$ cat src/design/emgbp_pkg.sv
// emgbp_pkg: shared types, coefficients, sizes and command codes for the emg envelope block
// no dependencies
`timescale 1ns / 1ps

package emgbp_pkg;

    localparam int unsigned CMD_PROCESS = 0;
    localparam int unsigned CMD_CLEAR   = 1;

    // window length is a power of two so the mean is a shift
    localparam int WINDOW_LEN  = 64;
    localparam int SAMPLE_BITS = 24;

    typedef struct packed {
        logic        command;
        logic [23:0] raw_sample;
    } emgbp_in_t;

    typedef struct packed {
        logic [14:0] level_percent;
        logic [22:0] rms_level;
    } emgbp_out_t;

    // controller to datapath commands
    typedef struct packed {
        logic       clear;
        logic       load;
        logic       sec_start;
        logic [1:0] sec_idx;
        logic [2:0] sec_phase;
        logic       win_read;
        logic       win_update;
        logic       sqrt_start;
        logic       sqrt_step;
        logic       div_start;
        logic       div_step;
        logic       finish;
    } emgbp_cmd_t;

    typedef struct packed {
        logic is_clear;
    } emgbp_stat_t;

    // decimal coefficient scaled by 1e5, rounded to nearest with ties away from zero
    function automatic longint coef_fixed(input longint c, input int frac);
        longint m;
        longint q;
        begin
            m = (c < 0) ? -c : c;
            q = ((m <<< frac) + 64'sd50000) / 64'sd100000;
            coef_fixed = (c < 0) ? -q : q;
        end
    endfunction

    // b0 b1 b2 a1 a2 for section k, index j
    function automatic longint coef_dec(input int k, input int j);
        longint v;
        begin
            v = 0;
            case (k * 5 + j)
                0:  v = 39133;
                1:  v = 0;
                2:  v = -39133;
                3:  v = -66076;
                4:  v = 60851;
                5:  v = 39133;
                6:  v = 0;
                7:  v = -39133;
                8:  v = -153743;
                9:  v = 78413;
                10: v = 98439;
                11: v = -159181;
                12: v = 98439;
                13: v = -159181;
                14: v = 96878;
                default: v = 0;
            endcase
            coef_dec = v;
        end
    endfunction

endpackage

$ cat src/design/emgbp_ctrl.sv
// emgbp_ctrl: sequencer for filter sections, window update, root and divide
// depends on emgbp_pkg
`timescale 1ns / 1ps

module emgbp_ctrl
    import emgbp_pkg::*;
(
    input  logic        clk,
    input  logic        rst_n,
    input  logic        in_valid,
    output logic        in_ready,
    output logic        out_valid,
    input  logic        out_ready,
    input  emgbp_stat_t stat,
    output emgbp_cmd_t  cmd
);

    localparam logic [2:0] ST_IDLE = 3'd0;
    localparam logic [2:0] ST_SEC  = 3'd1;
    localparam logic [2:0] ST_SQ   = 3'd2;
    localparam logic [2:0] ST_WIN  = 3'd3;
    localparam logic [2:0] ST_SQRT = 3'd4;
    localparam logic [2:0] ST_DIV  = 3'd5;
    localparam logic [2:0] ST_OUT  = 3'd6;

    logic [2:0] state_reg, state_next;
    logic [1:0] sec_reg, sec_next;
    logic [2:0] ph_reg, ph_next;
    logic [5:0] cnt_reg, cnt_next;
    logic       ov_reg, ov_next;

    // only a clear writes the result register at once, so only a clear waits on it
    assign in_ready  = state_reg == ST_IDLE && (!ov_reg || out_ready || !stat.is_clear);
    assign out_valid = ov_reg;

    always_comb
    begin
        state_next = state_reg;
        sec_next   = sec_reg;
        ph_next    = ph_reg;
        cnt_next   = cnt_reg;
        ov_next    = ov_reg && !out_ready;
        cmd        = '0;
        cmd.sec_idx   = sec_reg;
        cmd.sec_phase = ph_reg;
        case (state_reg)
            ST_IDLE:
            begin
                if (in_valid && in_ready)
                begin
                    if (stat.is_clear)
                    begin
                        cmd.clear = 1'b1;
                        ov_next   = 1'b1;
                    end
                    else
                    begin
                        cmd.load   = 1'b1;
                        sec_next   = '0;
                        ph_next    = '0;
                        state_next = ST_SEC;
                    end
                end
            end
            ST_SEC:
            begin
                cmd.sec_start = 1'b1;
                ph_next = ph_reg + 1'b1;
                if (ph_reg == 3'd7)
                begin
                    if (sec_reg == 2'd2) state_next = ST_SQ;
                    else sec_next = sec_reg + 1'b1;
                end
            end
            ST_SQ:
            begin
                cmd.win_read = 1'b1;
                state_next   = ST_WIN;
            end
            ST_WIN:
            begin
                cmd.win_update = 1'b1;
                state_next     = ST_SQRT;
                cnt_next       = '0;
            end
            ST_SQRT:
            begin
                if (cnt_reg == 6'd0) cmd.sqrt_start = 1'b1;
                else cmd.sqrt_step = 1'b1;
                cnt_next = cnt_reg + 1'b1;
                if (cnt_reg == 6'd32)
                begin
                    cnt_next   = '0;
                    state_next = ST_DIV;
                end
            end
            ST_DIV:
            begin
                if (cnt_reg == 6'd0) cmd.div_start = 1'b1;
                else cmd.div_step = 1'b1;
                cnt_next = cnt_reg + 1'b1;
                if (cnt_reg == 6'd48) state_next = ST_OUT;
            end
            ST_OUT:
            begin
                if (!ov_reg || out_ready)
                begin
                    cmd.finish = 1'b1;
                    ov_next    = 1'b1;
                    state_next = ST_IDLE;
                end
            end
            default: state_next = ST_IDLE;
        endcase
    end

    always_ff @(posedge clk or negedge rst_n)
    begin
        if (!rst_n)
        begin
            state_reg <= ST_IDLE;
            sec_reg   <= '0;
            ph_reg    <= '0;
            cnt_reg   <= '0;
            ov_reg    <= 1'b0;
        end
        else
        begin
            state_reg <= state_next;
            sec_reg   <= sec_next;
            ph_reg    <= ph_next;
            cnt_reg   <= cnt_next;
            ov_reg    <= ov_next;
        end
    end

endmodule

$ cat config.mk
export PLATFORM = sky130hd
export DESIGN_NAME = emgbp_ctrl
export DESIGN_NICKNAME = d
export VERILOG_FILES = /design/src/design/emgbp_pkg.sv /design/src/design/emgbp_ctrl.sv
export SDC_FILE = /design/constraint.sdc
export NUM_CORES = 1
export LEC_CHECK = 0
export BUFFER_PORTS_ARGS = -buffer_cell sky130_fd_sc_hd__buf_4
export CORE_UTILIZATION = 52
export DETAILED_ROUTE_END_ITERATION = 8
export GPL_TIMING_DRIVEN = 0
export PLACE_DENSITY = 0.75
export SLEW_MARGIN = 10
export SYNTH_ARGS = -nofsm -noshare
export SYNTH_HDL_FRONTEND = slang
export SYNTH_SLANG_ARGS = --single-unit
$ cat constraint.sdc
create_clock -name clk -period 2.13 [get_ports clk]
set_input_delay 0.3195 -clock clk [delete_from_list [all_inputs] [get_ports clk]]
set_output_delay 0.3195 -clock clk [all_outputs]
set_load 0.005 [all_outputs]
==> out/metrics.yaml, run 1 <==
final_core_util_pct: 71.59
cts_tree: "yes"
drt_iter0_drc: 13
multi_input_area_sq_um: 535.5
syn2layout_area_growth_pct: 29.49
synth_top_area_share_pct: 39.32
dieArea_sq_mm: 0.002011
io_buffers: 21
regArea_sq_um: 375.4
ios: 22
end_kind: "primary output"
start_kind: "flip-flop"
final_nets: 147
rows: 15
synth_cells: 106
grt-ovfl-total: 0
die_w_microns: 44.85
yosysWarnings: 0
clock_path_buffers: 2
tns_ns: 0
fmax_ghz: 0.4814
cts.clk_slew.worst_paths_ns: 0.09
crit_path_start: "cnt_reg[0]"
place_congestion: 0.8065
min_path_type: "input port to flip-flop"
core-area_sq_mm: 0.001727
wl_per_cell_microns: 12.80
r2r_start: "cnt_reg[0]"
ys_types: 38
cts_made_buffers: 3
worstMarginPinSlew_ns: 0.5021
p_leak_nw: 0.6050
p_per_area_mw_per_mm2: 1254
insertedDiodeCount: 0
grt_max_degree: 16
drtPass1Iterations: 4
status: "finished, final reports clean"
ant_nets: 0
rsz0062_at_grt: "yes"
antenna_found_initial: 0
drv_cap: 0
num_vias: 881
track_usage_pct: 23.42
die_y_microns: 44.85
synth_area_sq_um: 954.7
clk_latency_ns: 0.28
maxSlewHeadroom_pct: 65.66
fin_cells: 161
n_fill_cell: 147
grt_pass1_wl_mm: 3.387
post-dp-hpwl_mm: 1.462
ys_seq_area_share_pct: 39.32
largest_register_ffs: 6
drive_gt1_share_pct: 30.15
setup_viol: 0
irDropWorstVdd_uv: 810.1
wl_mm: 2.061
hold_viol: 0
worst_ep_required_time_ns: 1.81
period_share_pct: 97.53
min_period_ns: 2.077
min_from: "in_valid"
via_per_inst: 5.472
initial_core_util_pct: 55.29
syn_nets: 116
path_class: "flip-flop to primary output"
skew_ns: 0.003236
cts_max_level: 1
fin_area_sq_mm: 0.001236
yosys.area.top_type: "dfrtp_1"
worstPathArrival_ns: 1.76
synth.avg_cell_area_sq_um: 9.006
cts.sinks: 15
worstPathMaxFanout: 4
clk_root_buffer_cell: "clkbuf_4"
drc: 0
ys_ff_latch: 15
placed_area_sq_mm: 0.001144
slew_viol_final: 0
dp.cells: 152
synthTopCellsByArea: "dfrtp_1 39%, ha_1 6.6%, nand2_1 4.3%"
grt_pass1_vias: 780
## worst max-delay path: stages (launching register included)
cell	delay [ns]
dfrtp_1	0.39
inv_1	0.06
ha_2	0.18
or4b_4	0.52
nor3_1	0.19
buf_4	0.14
## report_power, final
| group | internal [mW] | switching, mW |
|---|---|---|
| sequential | 0.383 | 0.0826 |
| combinational | 0.441 | 0.479 |
| clock | 0.0697 | 0.0956 |
| total | 0.893 | 0.657 |
## logic make-up (layout without fill, tap and decap cells)
group	after synthesis	in the layout	synth area share, %
flip-flops	15	15	39.32
AO/OA/AOI/OAI	24	24	17.96
multiplexers	1	1	1.049
adder cells (fa/ha/maj)	5	5	6.553
buffers and inverters	13	43	7.207
AND/OR/NAND/NOR	47	47	27.00
XOR/XNOR	1	1	0.9176
## final timing paths
kind                                    to  slack (ns)  cells past startpoint
min in group asynchronous        out_valid        0.42                      2
worst max register to register  cnt_reg[2]        0.18                      7
worst min register to register   ph_reg[0]        0.54                      1
worst min-delay path             out_valid        0.36                      3
max in group asynchronous       cnt_reg[2]        1.53                      2
worst max-delay path                cmd[2]        0.05                      5
## cell usage in the layout, fill, tap and decap left out, types with 3 or more instances in the layout
cell type  Yosys  routed
clkbuf_4       0       3
nor2_1         9       8
o21ai_0        8       8
inv_1          8       8
nand3_1        3       3
buf_4          0      25
nand2_1       11      11
nor3_1         6       6
nand2b_1       3       3
dfrtp_1       15      15
ha_1           5       4
## cell usage after synthesis
cell type and instances:
dfrtp_1 15, nand2_1 11, nor2_1 9, inv_1 8, o21ai_0 8, nor3_1 6, ha_1 5, nand2b_1 3
nand3_1 3, a2111oi_0 2, a21o_1 2, a21oi_1 2, a22o_1 2, a31oi_1 2, nor2b_1 2, nor3b_1 2
o22ai_1 2, or3_1 2, a211oi_1 1, a31o_1 1, a41oi_1 1, and3_1 1, and3b_2 1, buf_2 1
buf_6 1, clkbuf_1 1, clkbuf_2 1, clkbuf_8 1, mux2i_1 1, nand3b_1 1, nand4_1 1, nand4b_1 1
nor2b_4 1, nor4_1 1, o31ai_4 1, or2_2 1, or4b_4 1, xor2_1 1
## area by class of cell
cell class,count,share of cell area (%)
Multi-Input combinational cell,78,43.32
Tap cell,25,2.530
Sequential cell,15,30.36
Buffer,5,3.138
Clock buffer,3,1.822
Clock inverter,1,0.4049
Timing Repair Buffer,26,15.99
Inverter,8,2.429
## layer usage
layer / wire [microns] / up-vias / track usage [%]
li1: - / 443 / -
met1: 989 / 418 / 31.81
met2: 976 / 16 / 37.65
met3: 57 / 4 / 2.400
met4: 37 / 0 / 10.91
met5: 0 / - / 0
## per-stage QoR
step | hold slack [ns] | total power [mW] | setup WS [ns]
3_3_place_gp | 0.1888 | 1.266 | 0.2209
5_1_grt | 0.4243 | 1.694 | -0.01138
4_1_cts | 0.3608 | 1.519 | 0.005258
2_1_floorplan | 0.02391 | 1.008 | 0.3903
3_5_place_dp | 0.1907 | 1.287 | 0.2087
6_report | 0.3645 | 1.551 | 0.05261
## repair_timing
action                                  CTS  global route
endpoints found under the setup margin    4             4
hold buffers                              1             0
setup buffers                             3             1
hold endpoints to repair                 15             0
gates resized for setup                   1             4
gates cloned                              0             0
pin swaps                                 0             1
Power figures use the tool's default switching activity.
==> inputs of run 2 (changes only) <==
- CORE_MARGIN: not set -> 3
- CORE_UTILIZATION: 52 -> 53
- CTS_CLUSTER_DIAMETER: not set -> 50
- PLACE_DENSITY: 0.75 -> 0.77
- clock period: 2.13 -> 2.4 ns (I/O delays scaled with it)
==> run 2 against run 1 <==
First-iteration DRC count rose by 38%. Critical endpoint is now cmd[4]. Register-to-register slack gained 0.33 ns. Largest cell class unchanged. Hold slack better by 0.094 ns. Largest power group unchanged. Clock power fell by 16%.
==> out/metrics.yaml, run 2 (same netlist as run 1, synthesis figures left out) <==
path_cells: "inv_1 -> ha_1 -> or4b_4 -> nor4_1 -> buf_4"
critPathMaxStageDelay_ns: 0.53  # about the same
insertedDiodeCount: 0  # unchanged
mostFrequentLayoutCell: "buf_4"
io_buffers: 21  # unchanged
post-dp-hpwl_mm: 1.511  # +3.3%
grt_pass1_wl_mm: 3.305  # -2.4%
regArea_sq_um: 375.4  # unchanged
p_leak_nw: 0.5821  # -3.8%
cp_top_family: "simple AND/OR/NAND/NOR gates"
grt_max_degree: 16  # unchanged
n_fill_cell: 119  # -19%
wl_mm: 1.956  # -5.1%
ios: 22  # unchanged
drive_gt1_share_pct: 25.00  # -5.1 points
period_share_pct: 94.87
min_path_type: "input port to flip-flop"
hold_viol: 0  # unchanged
antenna_found_initial: 0  # unchanged
grt-ovfl-total: 0  # unchanged
cts_hold_buf: 1  # unchanged
initial_core_util_pct: 59.89  # +4.6 points
p_per_area_mw_per_mm2: 1085  # -14%
maxSlewHeadroom_pct: 65.52  # -0.14 points
die_y_microns: 48.44  # +8.0%
worstMarginPinSlew_ns: 0.5118  # +0.009706 ns
final_nets: 143  # -2.7%
ant_nets: 0  # unchanged
largest_register_ffs: 6  # unchanged
irDropWorstVdd_uv: 618.0  # -24%
multi_input_area_sq_um: 510.5  # -4.7%
drt_iter0_drc: 18  # +5
worstPathMaxFanout: 5  # +1
fmax_ghz: 0.4392
track_usage_pct: 17.97  # -5.4 points
wl_per_cell_microns: 12.54  # -2.1%
min_period_ns: 2.277
r2r_slack_ns: 0.51  # +0.33 ns
cts_made_buffers: 3  # unchanged
rsz0062_at_grt: "no"
tns_ns: 0  # unchanged
rows: 14  # -1
grt_pass1_vias: 727  # -6.8%
start_kind: "flip-flop"
place_congestion: 0.8091  # +0.32%
status: "finished, final reports clean"
die_w_microns: 48.44  # +8.0%
drtPass1Iterations: 4  # unchanged
drc: 0  # unchanged
cts_tree: "yes"
critPathBufInv: 2  # unchanged
slew_viol_final: 0  # unchanged
placed_area_sq_mm: 0.001142  # -0.11%
dieArea_sq_mm: 0.002346  # +17%
path_class: "flip-flop to primary output"
num_vias: 847  # -3.9%
setup_viol: 0  # unchanged
syn2layout_area_growth_pct: 23.46
clk_latency_ns: 0.27  # about the same
via_per_inst: 5.429  # -0.78%
final_cell_mix: "21 x buf_4, 15 x dfrtp_1, 11 x nand2_1"
cts_max_level: 1  # unchanged
drv_cap: 0  # unchanged
skew_ns: 0.002812  # -0.0004235 ns
cts_setup_buffers: 0  # -3
cts.sinks: 15  # unchanged
clk_root_buffer_cell: "clkbuf_4"
cts.clk_slew.worst_paths_ns: 0.08  # about the same
fin_area_sq_mm: 0.001179  # -4.7%
cpMaxStageDelayCell: "or4b_4"
core-area_sq_mm: 0.001594  # -7.7%
ctsResizeCount: 0  # -1
end_kind: "primary output"
worstPathArrival_ns: 1.92  # +0.16 ns
worst_ep_required_time_ns: 2.04  # +0.23 ns
clock_path_buffers: 2  # unchanged
run 2: cell types whose count changed in the layout (fill, tap and decap cells not counted):
| cell | previous run | this run |
|---|---|---|
| ha_2 | 1 | 0 |
| buf_4 | 25 | 21 |
| nor4_1 | 0 | 1 |
| nor4_4 | 1 | 0 |
| ha_1 | 4 | 5 |
| clkinv_2 | 1 | 0 |
| clkbuf_1 | 1 | 2 |
| nor2_1 | 8 | 9 |
| nor2_4 | 1 | 0 |
run 2: power by group:
group / total [mW] / internal (mW) / switching [mW] / leakage, nW
logic: 0.713 / 0.335 / 0.379 / 0.370
clock network: 0.138 / 0.0644 / 0.0733 / 0.0150
registers: 0.428 / 0.340 / 0.0878 / 0.197
run 2: final timing paths:
| path | startpoint | end | depth (start not counted) |
|---|---|---|---|
| setup / recovery | cnt_reg[1] | cmd[4] | 5 |
| max in group asynchronous | rst_n | sec_reg[0] | 2 |
| hold reg to reg | ph_reg[1] | ph_reg[1] | 1 |
| setup reg to reg | cnt_reg[1] | cnt_reg[2] | 6 |
| hold / removal | out_ready | out_valid | 3 |
| min in group asynchronous | rst_n | out_valid | 2 |
run 2: worst register-to-register path: stages, from the launching register on:
cell,delay [ns]
dfrtp_1,0.43
inv_1,0.08
ha_1,0.18
or4b_4,0.53
o31ai_4,0.26
o22ai_1,0.13
a21o_1,0.18
run 2: metal layers:
layer / GRT usage, % / wire length, microns / vias up
met4: 7.109 / 16 / 0
met1: 24.40 / 911 / 386
met5: 0 / 0 / -
met2: 26.61 / 883 / 27
met3: 5.828 / 145 / 2
li1: - / - / 432
run 2: cell type report:
cell class,instances,area share (%)
repair buffers,22,14.23
multi-input cells,78,43.31
flip-flops and latches,15,31.85
well taps,24,2.548
clock buffers,4,2.229
plain buffers,5,3.291
inverters,8,2.548
run 2: through the flow:
stage | hold WS, ns | instances | setup slack [ns] | power [mW] | utilization, %
after floorplan | 0.06441 | 106 | 0.6198 | 0.8943 | -
after global placement | 0.2250 | 151 | 0.4505 | 1.123 | 71.66
after detailed placement | 0.2289 | 151 | 0.4267 | 1.144 | 71.66
after CTS | 0.4391 | 156 | 0.1067 | 1.289 | 73.94
after global routing | 0.4652 | 156 | 0.02541 | 1.403 | 73.94
final | 0.4584 | 156 | 0.1231 | 1.278 | 73.94
